### src/design/stp_pkg.sv
// Shared constants for the stepper speed-ramp step generator.
`default_nettype none
package stp_pkg;

  localparam int SPEED_W   = 16;
  localparam int PERIOD_W  = 24;
  localparam int POS_W     = 32;
  localparam int ACCEL_W   = 15;
  localparam int SCALE_W   = 8;
  localparam int DIR_W     = 2;
  localparam int IDX_W     = 2;
  localparam int CFG_W     = 24;
  localparam int DIV_STEPS = PERIOD_W;
  localparam int DIV_CNT_W = $clog2(DIV_STEPS);
  localparam int OUT_W     = 80;

  localparam logic MODE_SPEED = 1'b0;
  localparam logic MODE_TICK  = 1'b1;

  localparam logic [DIR_W-1:0] DIR_STOP = 2'd0;
  localparam logic [DIR_W-1:0] DIR_FWD  = 2'd1;
  localparam logic [DIR_W-1:0] DIR_REV  = 2'd2;

  localparam logic [IDX_W-1:0] REG_ACCEL_LIMIT = 2'd0;
  localparam logic [IDX_W-1:0] REG_ZERO_PERIOD = 2'd1;
  localparam logic [IDX_W-1:0] REG_SPEED_SCALE = 2'd2;

  localparam logic [ACCEL_W-1:0]  ACCEL_LIMIT_RST = 15'd8;
  localparam logic [PERIOD_W-1:0] ZERO_PERIOD_RST = 24'd65535;
  localparam logic [SCALE_W-1:0]  SPEED_SCALE_RST = 8'd50;

endpackage
`default_nettype wire

### src/design/stp_div.sv
// Bit-serial restoring divider: one quotient bit per cycle.
`default_nettype none
module stp_div
  import stp_pkg::*;
(
  input  wire logic                clk,
  input  wire logic                rst_n,
  input  wire logic                start,
  input  wire logic [PERIOD_W-1:0] dividend,
  input  wire logic [SPEED_W-1:0]  divisor,
  output logic                     busy,
  output logic [PERIOD_W-1:0]      quotient
);

  logic [PERIOD_W-1:0]  dq_r, dq_nxt;
  logic [SPEED_W-1:0]   rem_r, rem_nxt;
  logic [SPEED_W-1:0]   dvs_r, dvs_nxt;
  logic [DIV_CNT_W-1:0] cnt_r, cnt_nxt;
  logic                 busy_r, busy_nxt;
  logic [SPEED_W:0]     trial;
  logic [SPEED_W+1:0]   sub;
  logic                 ge;

  assign trial = {rem_r, dq_r[PERIOD_W-1]};
  assign sub   = {1'b0, trial} - {2'b00, dvs_r};
  assign ge    = ~sub[SPEED_W+1];

  always_comb begin
    dq_nxt   = dq_r;
    rem_nxt  = rem_r;
    dvs_nxt  = dvs_r;
    cnt_nxt  = cnt_r;
    busy_nxt = busy_r;
    if (start) begin
      dq_nxt   = dividend;
      rem_nxt  = '0;
      dvs_nxt  = divisor;
      cnt_nxt  = '0;
      busy_nxt = 1'b1;
    end else if (busy_r) begin
      rem_nxt = ge ? sub[SPEED_W-1:0] : trial[SPEED_W-1:0];
      dq_nxt  = {dq_r[PERIOD_W-2:0], ge};
      cnt_nxt = cnt_r + DIV_CNT_W'(1);
      if (cnt_r == DIV_CNT_W'(DIV_STEPS - 1)) begin
        busy_nxt = 1'b0;
      end
    end
  end

  always_ff @(posedge clk) begin
    if (!rst_n) begin
      busy_r <= 1'b0;
      cnt_r  <= '0;
    end else begin
      busy_r <= busy_nxt;
      cnt_r  <= cnt_nxt;
    end
    dq_r  <= dq_nxt;
    rem_r <= rem_nxt;
    dvs_r <= dvs_nxt;
  end

  assign busy     = busy_r;
  assign quotient = dq_r;

endmodule
`default_nettype wire

### src/design/stepper_speed_ramp_step_gen.sv
// Top level of one stepper channel: speed ramp, step period and position count.
// Usage:
//   in_tvalid/in_tready/in_tuser/in_tdata carry one word per item. in_tuser is
//   the mode: 0 speed command (in_tdata holds the signed target speed),
//   1 timer-alarm tick (in_tdata ignored).
//   out_tvalid/out_tready/out_tdata return exactly one result word per item.
//   cfg_we/cfg_index/cfg_wdata write the acceleration limit (0), zero_speed_period
//   (1) and speed_scale (2); write only while the block is idle.
// Timing:
//   A speed command with nonzero scaled speed passes through RAMP, SCALE, DIVGO,
//   DIVWT, where the bit-serial divider forms one quotient bit per cycle, CLAMP
//   and DONE, which raises out_tvalid. A command with zero scaled speed skips
//   DIVWT; a tick goes straight to DONE. One item is in work at a time; in_tready
//   rises together with out_tvalid.
// Reset:
//   rst_n (synchronous, active low) stops motion, clears speed and position,
//   loads the register defaults and sets the step period to 65535.
// Stall:
//   The result waits in the output register; the block accepts the next item
//   meanwhile and holds its own result until the output register frees up.
`default_nettype none
module stepper_speed_ramp_step_gen
  import stp_pkg::*;
#(
  parameter int TIMER_CLOCK_HZ = 2000000
) (
  input  wire logic             clk,
  input  wire logic             rst_n,
  input  wire logic             in_tvalid,
  output logic                  in_tready,
  input  wire logic             in_tuser,   // mode
  input  wire logic [15:0]      in_tdata,   // target_speed
  output logic                  out_tvalid,
  input  wire logic             out_tready,
  // held_speed[15:0], step_period[39:16], motion_dir[41:40], dir_pin[42],
  // step_pulse[43], step_position[75:44], zero pad[79:76]
  output logic [OUT_W-1:0]      out_tdata,
  input  wire logic             cfg_we,
  input  wire logic [IDX_W-1:0] cfg_index,
  input  wire logic [CFG_W-1:0] cfg_wdata
);

  localparam logic [PERIOD_W-1:0] TIMER_HZ = PERIOD_W'(TIMER_CLOCK_HZ);

  localparam logic [2:0] S_IDLE  = 3'd0;
  localparam logic [2:0] S_RAMP  = 3'd1;
  localparam logic [2:0] S_SCALE = 3'd2;
  localparam logic [2:0] S_DIVGO = 3'd3;
  localparam logic [2:0] S_DIVWT = 3'd4;
  localparam logic [2:0] S_CLAMP = 3'd5;
  localparam logic [2:0] S_DONE  = 3'd6;

  logic [2:0]                state_r, state_nxt;
  logic [ACCEL_W-1:0]        accel_r;
  logic [PERIOD_W-1:0]       zsp_r;
  logic [SCALE_W-1:0]        scale_r;
  logic signed [SPEED_W-1:0] target_r, target_nxt;
  logic signed [SPEED_W-1:0] ramp_r, ramp_nxt;
  logic signed [SPEED_W-1:0] scaled_r, scaled_nxt;
  logic [DIR_W-1:0]          dir_r, dir_nxt;
  logic                      pin_r, pin_nxt;
  logic [PERIOD_W-1:0]       period_r, period_nxt;
  logic [POS_W-1:0]          pos_r, pos_nxt;
  logic                      pulse_r, pulse_nxt;
  logic                      out_valid_r, out_valid_nxt;
  logic [OUT_W-1:0]          out_data_r, out_data_nxt;

  logic                      in_acc;
  logic signed [SPEED_W:0]   diff, lim, ramp_up, ramp_dn;
  logic signed [24:0]        prod;
  logic [SPEED_W-1:0]        mag;
  logic [PERIOD_W-1:0]       quotient, base_q;
  logic                      div_start;
  logic                      div_busy;
  logic                      out_free;

  assign in_tready = (state_r == S_IDLE);
  assign in_acc    = in_tvalid && in_tready;
  assign out_free  = !out_valid_r || out_tready;

  assign diff    = {ramp_r[SPEED_W-1], ramp_r} - {target_r[SPEED_W-1], target_r};
  assign lim     = {2'b00, accel_r};
  assign ramp_dn = {ramp_r[SPEED_W-1], ramp_r} - lim;
  assign ramp_up = {ramp_r[SPEED_W-1], ramp_r} + lim;

  assign prod   = 25'(ramp_r) * 25'($signed({1'b0, scale_r}));
  assign mag    = scaled_r[SPEED_W-1] ? (SPEED_W'(0) - scaled_r) : scaled_r;
  assign base_q = (scaled_r == '0) ? zsp_r : quotient;

  stp_div u_div (
    .clk      (clk),
    .rst_n    (rst_n),
    .start    (div_start),
    .dividend (TIMER_HZ),
    .divisor  (mag),
    .busy     (div_busy),
    .quotient (quotient)
  );

  always_ff @(posedge clk) begin
    if (!rst_n) begin
      accel_r <= ACCEL_LIMIT_RST;
      zsp_r   <= ZERO_PERIOD_RST;
      scale_r <= SPEED_SCALE_RST;
    end else if (cfg_we) begin
      unique case (cfg_index)
        REG_ACCEL_LIMIT: accel_r <= cfg_wdata[ACCEL_W-1:0];
        REG_ZERO_PERIOD: zsp_r   <= cfg_wdata[PERIOD_W-1:0];
        REG_SPEED_SCALE: scale_r <= cfg_wdata[SCALE_W-1:0];
        default: ;
      endcase
    end
  end

  always_comb begin
    state_nxt     = state_r;
    target_nxt    = target_r;
    ramp_nxt      = ramp_r;
    scaled_nxt    = scaled_r;
    dir_nxt       = dir_r;
    pin_nxt       = pin_r;
    period_nxt    = period_r;
    pos_nxt       = pos_r;
    pulse_nxt     = pulse_r;
    out_valid_nxt = out_valid_r;
    out_data_nxt  = out_data_r;
    div_start     = 1'b0;
    if (out_valid_r && out_tready) begin
      out_valid_nxt = 1'b0;
    end
    unique case (state_r)
      S_IDLE: begin
        if (in_acc) begin
          target_nxt = $signed(in_tdata);
          pulse_nxt  = 1'b0;
          if (in_tuser == MODE_TICK) begin
            state_nxt = S_DONE;
            if (dir_r != DIR_STOP) begin
              pulse_nxt = 1'b1;
              pos_nxt   = (dir_r == DIR_FWD) ? pos_r - POS_W'(1) : pos_r + POS_W'(1);
            end
          end else begin
            state_nxt = S_RAMP;
          end
        end
      end
      S_RAMP: begin
        if (diff > lim) begin
          ramp_nxt = ramp_dn[SPEED_W-1:0];
        end else if (diff < -lim) begin
          ramp_nxt = ramp_up[SPEED_W-1:0];
        end else begin
          ramp_nxt = target_r;
        end
        state_nxt = S_SCALE;
      end
      S_SCALE: begin
        if (prod > 25'sd32767) begin
          scaled_nxt = 16'sh7FFF;
        end else if (prod < -25'sd32768) begin
          scaled_nxt = 16'sh8000;
        end else begin
          scaled_nxt = prod[SPEED_W-1:0];
        end
        state_nxt = S_DIVGO;
      end
      S_DIVGO: begin
        if (scaled_r == '0) begin
          dir_nxt   = DIR_STOP;
          state_nxt = S_CLAMP;
        end else begin
          dir_nxt   = scaled_r[SPEED_W-1] ? DIR_REV : DIR_FWD;
          pin_nxt   = scaled_r[SPEED_W-1];
          div_start = 1'b1;
          state_nxt = S_DIVWT;
        end
      end
      S_DIVWT: begin
        if (!div_busy) begin
          state_nxt = S_CLAMP;
        end
      end
      S_CLAMP: begin
        if (base_q > zsp_r) begin
          period_nxt = zsp_r;
        end else begin
          period_nxt = base_q;
        end
        if (period_nxt == '0) begin
          period_nxt = PERIOD_W'(1);
        end
        state_nxt = S_DONE;
      end
      S_DONE: begin
        if (out_free) begin
          out_valid_nxt = 1'b1;
          out_data_nxt  = {4'b0000, pos_r, pulse_r, pin_r, dir_r, period_r, ramp_r};
          state_nxt     = S_IDLE;
        end
      end
      default: state_nxt = S_IDLE;
    endcase
  end

  always_ff @(posedge clk) begin
    if (!rst_n) begin
      state_r     <= S_IDLE;
      ramp_r      <= '0;
      dir_r       <= DIR_STOP;
      pin_r       <= 1'b0;
      period_r    <= ZERO_PERIOD_RST;
      pos_r       <= '0;
      pulse_r     <= 1'b0;
      out_valid_r <= 1'b0;
    end else begin
      state_r     <= state_nxt;
      ramp_r      <= ramp_nxt;
      dir_r       <= dir_nxt;
      pin_r       <= pin_nxt;
      period_r    <= period_nxt;
      pos_r       <= pos_nxt;
      pulse_r     <= pulse_nxt;
      out_valid_r <= out_valid_nxt;
    end
    target_r   <= target_nxt;
    scaled_r   <= scaled_nxt;
    out_data_r <= out_data_nxt;
  end

  assign out_tvalid = out_valid_r;
  assign out_tdata  = out_data_r;

  a_period_nonzero: assert property (@(posedge clk) disable iff (!rst_n)
    period_r != '0)
    else $error("step period reached zero");

  a_div_only_in_wait: assert property (@(posedge clk) disable iff (!rst_n)
    div_busy |-> (state_r == S_DIVWT))
    else $error("divider busy outside its wait state");

  a_stopped_tick_holds: assert property (@(posedge clk) disable iff (!rst_n)
    (in_acc && (in_tuser == MODE_TICK) && (dir_r == DIR_STOP)) |=>
      ($stable(pos_r) && !pulse_r))
    else $error("tick while stopped moved the position");

endmodule
`default_nettype wire
### config.mk
export PLATFORM = sky130hd
export DESIGN_NAME = stepper_speed_ramp_step_gen
export DESIGN_NICKNAME = d
export VERILOG_FILES = /design/src/design/stp_pkg.sv /design/src/design/stp_div.sv /design/src/design/stepper_speed_ramp_step_gen.sv
export SDC_FILE = /design/constraint.sdc
export NUM_CORES = 1
export LEC_CHECK = 0
export ABC_AREA = 1
export BUFFER_PORTS_ARGS = -buffer_cell sky130_fd_sc_hd__buf_2
export CAP_MARGIN = 20
export CORE_UTILIZATION = 30
export DETAILED_ROUTE_END_ITERATION = 12
export PLACE_DENSITY = 0.53
export SLEW_MARGIN = 10
export SYNTH_ARGS = -nofsm -noshare
export SYNTH_HDL_FRONTEND = slang
export SYNTH_HIERARCHICAL = 1
export SYNTH_SLANG_ARGS = --single-unit
### constraint.sdc
create_clock -name clk -period 12.5 [get_ports clk]
set_input_delay 0.625 -clock clk [delete_from_list [all_inputs] [get_ports clk]]
set_output_delay 0.625 -clock clk [all_outputs]
set_load 0.01 [all_outputs]
Word-level counts from Yosys, hierarchy flattened
Cells that the tools add are included.

Bits of input ports: 48. Flip-flop bits (word level): 297. Output and inout port bits: 82.

Magnitude comparators: 5. $mul: 1. Muxes and demuxes: 28. Reduce and logical (&&, ||, !) cells: 18. Equal/unequal tests: 13. Add/sub/neg operators: 9. Bitwise gates (word level): 3.

Operators by type and width (count): two-way mux 24 bit (4); two-way mux 16 bit (4); adder 32 x 1 -> 32 bit (second input constant) (1); two-way mux 32 bit (1); subtractor 32 x 1 -> 32 bit (second input constant) (1); greater-than comparator 25 x 16 -> 1 bit (second input constant) (1); less-than comparator 25 x 16 -> 1 bit (second input constant) (1); multiplier 16 x 9 -> 25 bit (1); greater-than comparator 24 bit (1); logical NOT 24 bit (1); one-hot mux 3 bit (7 select lines) (1); subtractor 17 x 16 -> 18 bit (1); greater-than comparator 17 x 16 -> 1 bit (1); less-than comparator 17 bit (1); negator 15 -> 17 bit (1); subtractor 16 x 16 -> 17 bit (1); adder 16 bit (1); logical NOT 16 bit (1); subtractor 1 x 16 -> 16 bit (first input constant) (1); subtractor 16 bit (1); two-way mux 15 bit (1); two-way mux 3 bit (4); AND reduction 2 bit (6); two-way mux 1 bit (11); 20 further kinds (29).

Logic depth before layout (Yosys ltp)
Gate-level depths: netlist of run 1.

Depth in word-level cells: 7. Depth in mapped cells: 31.

By module
Netlist of run 1, hierarchy kept.

Modules (own cells, without submodules): stepper_speed_ramp_step_gen (cells each 2640, times used 1, area an instance 19866.6 um^2); stp_div (cells each 466, times used 1, area an instance 3599.7 um^2).

Least setup slack after synthesis of run 1
OpenSTA, ideal clock, no wires.

Path type: flip-flop to flip-flop. Start point: reg scale_r[5]. End point: reg scaled_r[5] (data pin). Arrival time: 4.803 ns. Buffers on the path: 3. Period minus slack after synthesis: 5.052 ns. Cell stages (with the launch flop): 26. Slack: 7.448 ns. Cell sequence: dfxtp_1 > clkbuf_1 > clkbuf_1 > nand2_1 > fa_1 > inv_1 > fa_1 > fa_1 > inv_1 > fa_1 > inv_1 > ha_1 > a21oi_1 > o21ai_1 > a21oi_1 > nand2_2 > nand2_1 > nand2_1 > xor2_1 > nor3_1 > nand2_1 > nand2_2 > buf_4 > nand2_1 > nand2_1 > inv_1.

Cells in the longest elaborated chain, start to end: 3. Elaborated cells between the ends (all ways): 4. Classes of those cells: mul (1); order compare (2); mux (1).

RTL lines: start, declared (line stepper_speed_ramp_step_gen.sv:56) `logic [SCALE_W-1:0] scale_r;`; start signal, assigned (line stepper_speed_ramp_step_gen.sv:109) `REG_SPEED_SCALE: scale_r <= cfg_wdata[SCALE_W-1:0];`; multiplier 16 x 9 -> 25 bit * (line stepper_speed_ramp_step_gen.sv:86) `assign prod = 25'(ramp_r) * 25'($signed({1'b0, scale_r}));`; less-than comparator 25 x 16 -> 1 bit (line stepper_speed_ramp_step_gen.sv:160) `end else if (prod < -25'sd32768) begin`; two-way mux 16 bit (line stepper_speed_ramp_step_gen.sv:160); end signal, assigned (line stepper_speed_ramp_step_gen.sv:226) `scaled_r <= scaled_nxt;`; end, declared (line stepper_speed_ramp_step_gen.sv:59) `logic signed [SPEED_W-1:0] scaled_r, scaled_nxt;`.

Every way passes the cells marked *; elsewhere a longest branch is shown, timed or not. A chain may end at the register's enable or synchronous reset.

Worst setup path in the final report of run 1
Start point: reg scale_r[0]. End point: reg scaled_r[2] (data pin).

Same word-level chain as after synthesis.

==> results.txt, run 1 <==
----------------------------------------------------
[Outcome]
  Result of the run ... finished, final reports clean

[Critical path]
  CP Launch Point ... scale_r[0]$_SDFFE_PN0P_
  Kind of start point of the critical path ... flop
  Data arrival time of the critical path ... 5990 ps
  Required time of the critical path ... 12830 ps
  Worst setup path class ... reg2reg
  Slowest stage delay, CP ... 770 ps
  Most common cell on crit path ... sky130_fd_sc_hd__nand2_1
  Kind of end point of the critical path ... flop
  Crit path max fanout ... 17
  CP Cell Sequence ... nand2_1 -> inv_1 -> fa_1 -> inv_1 -> fa_1 -> fa_1 -> fa_1 -> inv_1 -> ha_1 -> nand3_1 -> nor3_1 -> nand4_1 -> nand4_1 -> nand2_1 -> nor3_1 -> nand2_1 -> nand2_2 -> nand2_1 -> nand2_1 -> inv_1
  R2R Path Start ... scale_r[0]$_SDFFE_PN0P_
  Worst-path cell with the longest stage delay ... sky130_fd_sc_hd__dfxtp_1

[STA]
  Slew of the pin with the lowest slew margin ... 874 ps
  Shortest clock period the worst path allows after layout ... 5660 ps
  Final setup skew ... 45.0 ps
  Final critical-path setup slack ... 6840 ps
  Setup tns final ... 0 ps
  Peak clock frequency supported by timing ... 177 MHz
  Share of the cycle needed by the critical path after routing ... 45.3%
  Hold violation total from the final report ... 0
  Number of pins with negative max-slew slack in the final report ... 0
  RSZ-0062 raised after global routing ... false
  Worst relative slew slack ... 41.6%
  Final number of setup-violating endpoints ... 0

[Floorplan]
  Effective utilization at floorplan ... 30.3%
  Core footprint ... 77500 um^2
  Die width ... 282 um
  Die Ht ... 282 um
  Boundary pin count ... 130
  Row count ... 102
  Die area ... 79300 um^2

[Global route]
  Grt met3 use ... 2.09%
  Antenna violations before repair ... 0
  Via count of the first global-routing pass ... 19355
  Met2 track demand over resource ... 25.9%
  Pin count of the biggest net entering global routing ... 50
  Global routing met1 resource utilization ... 22.7%
  Total routing usage reported by global routing ... 16.1%
  GRT busiest layer ... met2
  GRT overflow ... 0
  Wire length of the first global-routing pass ... 103 mm

[Detailed routing]
  Antenna Violating Nets Remaining ... 0
  Sum of routed wire length over all layers ... 62.2 mm
  1st-pass router iterations ... 5
  Routed via count divided by cell count ... 4.57
  DRC violation count after routing ... 0
  Wire length per cell after detailed routing ... 14.5 um
  Number of vias after detailed routing ... 19562
  Starting DRT DRC Count ... 1213

[Clock network]
  Number of buffers created by CTS ... 38
  Number of cells upsized or downsized after cts ... 0
  Post-CTS setup buffer count ... 0
  Root Driver ... sky130_fd_sc_hd__clkbuf_16
  Hold bufs inserted after CTS ... 0
  Clock insertion delay at the later pin of the skew report ... 590 ps
  Clock slew seen by the registers of the worst setup and hold paths ... 60 ps
  Clock tree from TritonCTS ... yes
  Clk sink count ... 297
  Maximum buffer depth of the clock tree ... 3
  H-tree lvl count ... 2

[Cells and area]
  Share of final-layout standard cells stronger than drive strength 1 ... 8.03%
  Syn-to-layout area delta ... 12.8%
  Final net count ... 3564
  Sequential cell area ... 7430 um^2
  Post-route design area ... 26500 um^2
  Number of fill cells in the layout ... 8352
  Footprint of the multi-input gates ... 13600 um^2

[Power and ir drop]
  Net switching share of the total power ... 44.8%
  Pwr Total ... 0.00499 W
  Comb pwr share ... 48.8%
  Sw Pwr ... 0.00224 W
  Total leakage power ... 13.4 nW
  Pwr Density ... 188 nW/um^2
  Sequential Power Share ... 28.3%
  Power Internal ... 0.00276 W
  VDD IR-drop max ... 0.103 mV
  Part of the total power dissipated in the clock network ... 22.8%

[Place]
  Final HPWL from detailed placement ... 47.1 mm
  Post-Place Cell Area ... 25200 um^2
  # port buffers ... 125
  Final Wtd Congestion ... 0.896
  Worst setup slack before clock tree synthesis ... 6860 ps

[Logic synthesis]
  Yosys reg bits ... 297
  Number of enable-type register cells in the synthesized netlist ... 148
  Top cells by count, synth ... sky130_fd_sc_hd__nand2_1, sky130_fd_sc_hd__inv_1, sky130_fd_sc_hd__a21oi_1, sky130_fd_sc_hd__nor2_1, sky130_fd_sc_hd__ha_1
  Commonest register cell after synthesis ... sky130_fd_sc_hd__dfxtp_1
  Synthesized cell area ... 23500 um^2
  Yosys top cell by area ... sky130_fd_sc_hd__edfxtp_1
  Average instance area after synthesis ... 7.56 um^2
  Share of the yosys chip area belonging to registers ... 31.7%
  Cell variety after synth ... 56
  Area fraction of the dominant cell type after synthesis ... 18.9%
  Leading cell types by total area after synthesis ... sky130_fd_sc_hd__edfxtp_1, sky130_fd_sc_hd__nand2_1, sky130_fd_sc_hd__dfxtp_1
  Cell with the most instances after synthesis ... sky130_fd_sc_hd__nand2_1
  Async set-reset flop share out of synthesis ... 0%
  Synth Instances ... 3106
  Count of warnings emitted by yosys ... 6

[Min path]
  Worst hold-check path type ... in2reg
  Hold path startpoint ... in_tdata[15]

[Run]
  Max_cap viols ... 0

----------------------------------------------------
==> critical path, delay by kind of cell, from the launching register on <==
family | cells | cell delay (ps)
adder cells (fa/ha/maj) | 5 | 2490
buffers and inverters | 4 | 470
AND/OR/NAND/NOR | 11 | 1640
flip-flops | 1 | 770
==> through the flow <==
stage | utilization, % | cells | hold WS (ps)
after floorplan | - | 3132 | 402
after global placement | 32.5 | 4208 | 414
after detailed placement | 32.5 | 4209 | 414
after CTS | 34.2 | 4278 | 173
after global routing | 34.2 | 4278 | 186
final | 34.2 | 4279 | 211
==> state kept, by name, summed over array words and instances (netlist names), 2 cells and up <==
| signal | cells |
|---|---|
| pos_r | 32 |
| dir_r | 2 |
| u_div/cnt_r | 5 |
| period_r | 24 |
| ramp_r | 16 |
| out_tdata | 76 |
| scaled_r | 16 |
| target_r | 16 |
| zsp_r | 24 |
| accel_r | 15 |
| u_div/rem_r | 16 |
| scale_r | 8 |
| u_div/quotient | 24 |
| state_r | 3 |
| u_div/dvs_r | 16 |
==> logic make-up after synthesis <==
logic type	Yosys count	share of synthesized area [%]
AND/OR/NAND/NOR	1295	23.0
buffers and inverters	652	10.8
AO/OA/AOI/OAI	442	10.5
adder cells (fa/ha/maj)	307	19.8
flip-flops	297	31.7
XOR/XNOR	111	4.21
other	2	0.0320
==> power by group through the flow <==
stage | clock (W) | combinational [W] | sequential, W
2_1_floorplan | 0 | 0.00194 | 0.00134
3_3_place_gp | 0 | 0.00242 | 0.00144
3_5_place_dp | 0 | 0.00243 | 0.00143
4_1_cts | 0.00118 | 0.00245 | 0.00142
5_1_grt | 0.00122 | 0.00285 | 0.00144
6_report | 0.00114 | 0.00244 | 0.00141
==> placed cells by master (no fill, tap or decap), types with 5 or more instances in the layout <==
cell type and instances:
sky130_fd_sc_hd__fa_1 107, sky130_fd_sc_hd__nand3b_1 16, sky130_fd_sc_hd__nor4_1 6, sky130_fd_sc_hd__xnor2_1 31, sky130_fd_sc_hd__dfxtp_1 149, sky130_fd_sc_hd__xor2_1 78
sky130_fd_sc_hd__nand4_1 26, sky130_fd_sc_hd__nand2_2 11, sky130_fd_sc_hd__o211ai_1 25, sky130_fd_sc_hd__clkinv_1 5, sky130_fd_sc_hd__o21ai_0 131, sky130_fd_sc_hd__o21ai_1 12
sky130_fd_sc_hd__a21o_1 13, sky130_fd_sc_hd__clkinvlp_4 7, sky130_fd_sc_hd__edfxtp_1 148, sky130_fd_sc_hd__nor3_1 27, sky130_fd_sc_hd__nand3_1 151, sky130_fd_sc_hd__clkbuf_16 39
sky130_fd_sc_hd__a31oi_1 19, sky130_fd_sc_hd__nor2_1 198, sky130_fd_sc_hd__o21a_1 6, sky130_fd_sc_hd__a21oi_1 201, sky130_fd_sc_hd__o21bai_1 9, sky130_fd_sc_hd__nor2_2 9
sky130_fd_sc_hd__nand2_1 824, sky130_fd_sc_hd__conb_1 28, sky130_fd_sc_hd__o31ai_1 6, sky130_fd_sc_hd__buf_2 125, sky130_fd_sc_hd__clkinv_2 5, sky130_fd_sc_hd__inv_1 537
sky130_fd_sc_hd__ha_1 200, sky130_fd_sc_hd__buf_4 20, sky130_fd_sc_hd__nand3_2 8
==> cell type report <==
| cell class | count | share of cell area, % |
|---|---|---|
| diodes | 1 | 0.00945 |
| clock buffers | 46 | 3.94 |
| clock inverters | 23 | 1.01 |
| inverters | 544 | 7.71 |
| multi-input cells | 2183 | 51.4 |
| flip-flops and latches | 297 | 28.0 |
| well taps | 1040 | 4.91 |
| repair buffers | 145 | 2.93 |
==> final timing paths <==
check | cells past startpoint | endpoint | slack [ps]
worst max-delay path | 20 | scaled_r[2]$_SDFFCE_PN1P_ | 6840
worst min-delay path | 1 | target_r[15]$_DFFE_PP_ | 210
worst max register to register | 20 | scaled_r[2]$_SDFFCE_PN1P_ | 6840
worst min register to register | 0 | out_tdata[26]$_DFFE_PP_ | 430
==> layer usage <==
metal | wire, um | up-vias | part of all wire (%)
li1 | - | 10070 | -
met1 | 30700 | 9069 | 49
met2 | 27200 | 350 | 44
met3 | 2930 | 73 | 4.7
met4 | 1380 | 0 | 2.2
met5 | 0 | - | 0
(Power assumes the default switching activity.)
==> run 2, diff against run 1 <==
- ABC_AREA: 1 -> 0
- PLACE_DENSITY: 0.53 -> 0.55
- clock period: 12.5 -> 4.8 ns (I/O delays scaled with it)
==> results.txt, run 2 <==
----------------------------------------------------
[Logic synthesis]
  Yosys reg bits ... 297 (unchanged)
  Share of the yosys chip area belonging to registers ... 32.7% (+1.0 points)
  Number of enable-type register cells in the synthesized netlist ... 148 (unchanged)
  Cell with the most instances after synthesis ... sky130_fd_sc_hd__nand2_1
  Commonest register cell after synthesis ... sky130_fd_sc_hd__dfxtp_1
  Async set-reset flop share out of synthesis ... 0% (unchanged)
  Synthesized cell area ... 22700 um^2 (-3.1%)
  Average instance area after synthesis ... 9.17 um^2 (+21%)
  Leading cell types by total area after synthesis ... sky130_fd_sc_hd__edfxtp_1, sky130_fd_sc_hd__dfxtp_1, sky130_fd_sc_hd__ha_1
  Area fraction of the dominant cell type after synthesis ... 19.5% (+0.61 points)
  Synth Instances ... 2480 (-20%)
  Count of warnings emitted by yosys ... 6 (unchanged)
  Cell variety after synth ... 93 (+66%)
  Top cells by count, synth ... sky130_fd_sc_hd__nand2_1, sky130_fd_sc_hd__inv_1, sky130_fd_sc_hd__ha_1, sky130_fd_sc_hd__a21oi_1, sky130_fd_sc_hd__dfxtp_1
  Yosys top cell by area ... sky130_fd_sc_hd__edfxtp_1

[Clock network]
  Clock slew seen by the registers of the worst setup and hold paths ... 60 ps (about the same)
  Clk sink count ... 297 (unchanged)
  Clock tree from TritonCTS ... yes
  Maximum buffer depth of the clock tree ... 3 (unchanged)
  Clock insertion delay at the later pin of the skew report ... 570 ps (-20 ps)
  Root Driver ... sky130_fd_sc_hd__clkbuf_16
  H-tree lvl count ... 2 (unchanged)
  Number of buffers created by CTS ... 37 (-2.6%)

[Critical path]
  Kind of start point of the critical path ... flop
  Crit path max fanout ... 8 (-9)
  CP Cell Sequence ... buf_12 -> buf_12 -> nand2_4 -> fa_1 -> inv_1 -> fa_1 -> fa_1 -> inv_1 -> fa_1 -> inv_1 -> ha_2 -> or3_4 -> nand2b_4 -> o211a_4 -> a211oi_4 -> xnor2_1 -> or2_0 -> a2111o_1 -> o41ai_4 -> clkbuf_16 -> o211ai_2
  Kind of end point of the critical path ... flop
  Dominant delay contributor by cell family on the critical path ... adder cells
  Slowest stage delay, CP ... 490 ps (-280 ps)
  Worst setup path class ... reg2reg
  Worst-path cell with the longest stage delay ... sky130_fd_sc_hd__fa_1
  Data arrival time of the critical path ... 6000 ps (about the same)
  Most common cell on crit path ... sky130_fd_sc_hd__fa_1
  Buffers plus inverters on the worst setup path ... 6 (+2)
  Required time of the critical path ... 5110 ps (-7720 ps)

[Detailed routing]
  Wire length per cell after detailed routing ... 16.7 um (+15%)
  Starting DRT DRC Count ... 1010 (-17%)
  DRC violation count after routing ... 0 (unchanged)
  Number of vias after detailed routing ... 18601 (-4.9%)
  1st-pass router iterations ... 7 (+2)
  Routed via count divided by cell count ... 4.91 (+7.3%)
  Antenna Violating Nets Remaining ... 0 (unchanged)
  Sum of routed wire length over all layers ... 63.2 mm (+1.6%)

[Power and ir drop]
  Total leakage power ... 12.2 nW (-9.3%)
  Pwr Density ... 403 nW/um^2 (+110%)
  VDD IR-drop max ... 0.262 mV (+150%)

[Cells and area]
  Sequential cell area ... 7460 um^2 (+0.49%)
  Syn-to-layout area delta ... 23.1%
  Highest-count cells in the layout ignoring fill and taps ... sky130_fd_sc_hd__nand2_1, sky130_fd_sc_hd__inv_1, sky130_fd_sc_hd__ha_1
  Most common library cell in the layout ignoring fill and taps ... sky130_fd_sc_hd__nand2_1
  Footprint of the multi-input gates ... 14400 um^2 (+5.5%)
  Share of final-layout standard cells stronger than drive strength 1 ... 20.6% (+13 points)
  Fin cells ... 3791 (-11%)
  Diodes inserted ... 0 (-1)
  Number of fill cells in the layout ... 7499 (-10%)
  Max reg flops ... 76 (unchanged)
  Final net count ... 3149 (-12%)

[STA]
  Shortest clock period the worst path allows after layout ... 5690 ps (+31.3 ps)
  Final setup skew ... 31.0 ps (-14.0 ps)
  Final critical-path setup slack ... -893 ps (-7730 ps)
  Share of the cycle needed by the critical path after routing ... 119% (+73 points)
  Worst hold slack across all endpoints ... 36.7 ps (-174 ps)
  RSZ-0062 raised after global routing ... true
  Slew of the pin with the lowest slew margin ... 1000 ps (+126 ps)
  Final number of setup-violating endpoints ... 16 (+16)
  Number of pins with negative max-slew slack in the final report ... 0 (unchanged)
  Peak clock frequency supported by timing ... 176 MHz (-0.55%)
  Hold violation total from the final report ... 0 (unchanged)
  Worst relative slew slack ... 33.3% (-8.4 points)

[Run]
  Max_cap viols ... 0 (unchanged)

[Floorplan]
  Core footprint ... 74700 um^2 (-3.6%)
  Die area ... 76900 um^2 (-3.1%)
  Effective utilization at floorplan ... 30.4% (+0.15 points)
  Die width ... 277 um (-1.6%)
  Row count ... 100 (-2.0%)
  Die Ht ... 277 um (-1.6%)
  Boundary pin count ... 130 (unchanged)

[Outcome]
  Result of the run ... complete, but fails checks
  Violated checks ... setup timing

[Global route]
  GRT overflow ... 0 (unchanged)
  Antenna violations before repair ... 1 (+1)
  Via count of the first global-routing pass ... 18288 (-5.5%)
  Total routing usage reported by global routing ... 16.3% (+0.17 points)
  Wire length of the first global-routing pass ... 101 mm (-1.8%)
  Pin count of the biggest net entering global routing ... 65 (+30%)

[Min path]
  Worst hold-check path type ... in2reg

[Place]
  Total instance count after detailed placement ... 3665 (-13%)
  # port buffers ... 125 (unchanged)
  Final Wtd Congestion ... 0.872 (-2.7%)
  Final HPWL from detailed placement ... 48.0 mm (+1.9%)

----------------------------------------------------
==> run 2: cell types whose count changed in the layout (fill, tap and decap cells not counted), sizes merged, moves of 39 or more <==
cell    change
nand2     -534
inv       -265
buf       +174
nand3     -105
nor2       -90
and2       +79
o21ai      -55
a21oi      -51
mux2       +49
xor2       -49
xnor2      +45
o211ai     +39
==> run 2: report_power, final <==
part	total, W	internal, W	switching [W]	leakage [nW]
clock	0.00269	0.00151	0.00118	0.568
sequential	0.00325	0.00301	0.000241	2.53
combinational	0.00535	0.00245	0.00290	9.07
==> run 2: routing by layer <==
layer / up-vias / GRT usage (%) / share of wire (%)
li1: 9272 / - / -
met4: 0 / 3.18 / 1.5
met1: 8915 / 23.5 / 49
met5: - / 0 / 0
met3: 59 / 1.90 / 3.9
met2: 355 / 26.1 / 45
==> run 2: cell families after synthesis <==
kind of cell / after synthesis / share of synthesized area, %
other: 2 / 0.0330
adder cells (fa/ha/maj): 307 / 20.4
AO/OA/AOI/OAI: 528 / 15.9
buffers and inverters: 384 / 6.55
flip-flops: 297 / 32.7
AND/OR/NAND/NOR: 775 / 16.5
multiplexers: 80 / 3.79
XOR/XNOR: 107 / 4.12
==> run 2: cell type report <==
class,count,share of cell area (%)
timing repair buffer,358,9.76
multi-input combinational,1825,51.4
inverter,275,3.69
sequential,297,26.7
clock buffer,47,3.58
clock inverter,20,0.635
tap,969,4.33
==> run 2: timing repair <==
action / in CTS / in global routing
hold endpoints to repair: 40 / 0
setup buffers: 11 / 8
gates cloned: 3 / 0
resized for setup: 60 / 48
setup endpoints to repair: 32 / 47
hold buffers: 37 / 0
pin swaps: 32 / 30
==> run 2: path summary, 6_finish.rpt <==
kind	start	to	slack, ps	depth (start not counted)
worst max-delay path	scale_r[2]$_SDFFE_PN0P_	scaled_r[4]$_SDFFCE_PN1P_	-890	21
worst max register to register	scale_r[2]$_SDFFE_PN0P_	scaled_r[4]$_SDFFCE_PN1P_	-890	21
worst min-delay path	cfg_wdata[0]	accel_r[0]$_SDFFE_PN0P_	40	3
worst min register to register	period_r[7]$_SDFFE_PN1N_	out_tdata[23]$_DFFE_PP_	430	0
==> run 2: through the flow <==
step           setup TNS (ps)  instance area, um^2  power (W)  utilization, %  setup slack, ps
2_1_floorplan          -11240                23100    0.00669               -             -794
3_3_place_gp           -18410                25700    0.00822            34.5            -1040
3_5_place_dp           -18390                25800    0.00825            34.5            -1060
4_1_cts                -11720                27700     0.0113            37.1             -848
5_1_grt                -16610                28000     0.0121            37.5            -1110
6_report               -13130                28000     0.0113            37.5             -893
==> run 2: worst register-to-register path, stage by stage, from the launching register on <==
cell	delay, ps
sky130_fd_sc_hd__dfxtp_2	340
sky130_fd_sc_hd__buf_12	130
sky130_fd_sc_hd__buf_12	140
sky130_fd_sc_hd__nand2_4	60
sky130_fd_sc_hd__fa_1	480
sky130_fd_sc_hd__inv_1	50
sky130_fd_sc_hd__fa_1	450
sky130_fd_sc_hd__fa_1	490
sky130_fd_sc_hd__inv_1	50
sky130_fd_sc_hd__fa_1	470
sky130_fd_sc_hd__inv_1	40
sky130_fd_sc_hd__ha_2	160
sky130_fd_sc_hd__or3_4	410
sky130_fd_sc_hd__nand2b_4	160
sky130_fd_sc_hd__o211a_4	250
sky130_fd_sc_hd__a211oi_4	230
sky130_fd_sc_hd__xnor2_1	110
sky130_fd_sc_hd__or2_0	220
sky130_fd_sc_hd__a2111o_1	400
sky130_fd_sc_hd__o41ai_4	480
sky130_fd_sc_hd__clkbuf_16	250
sky130_fd_sc_hd__o211ai_2	80
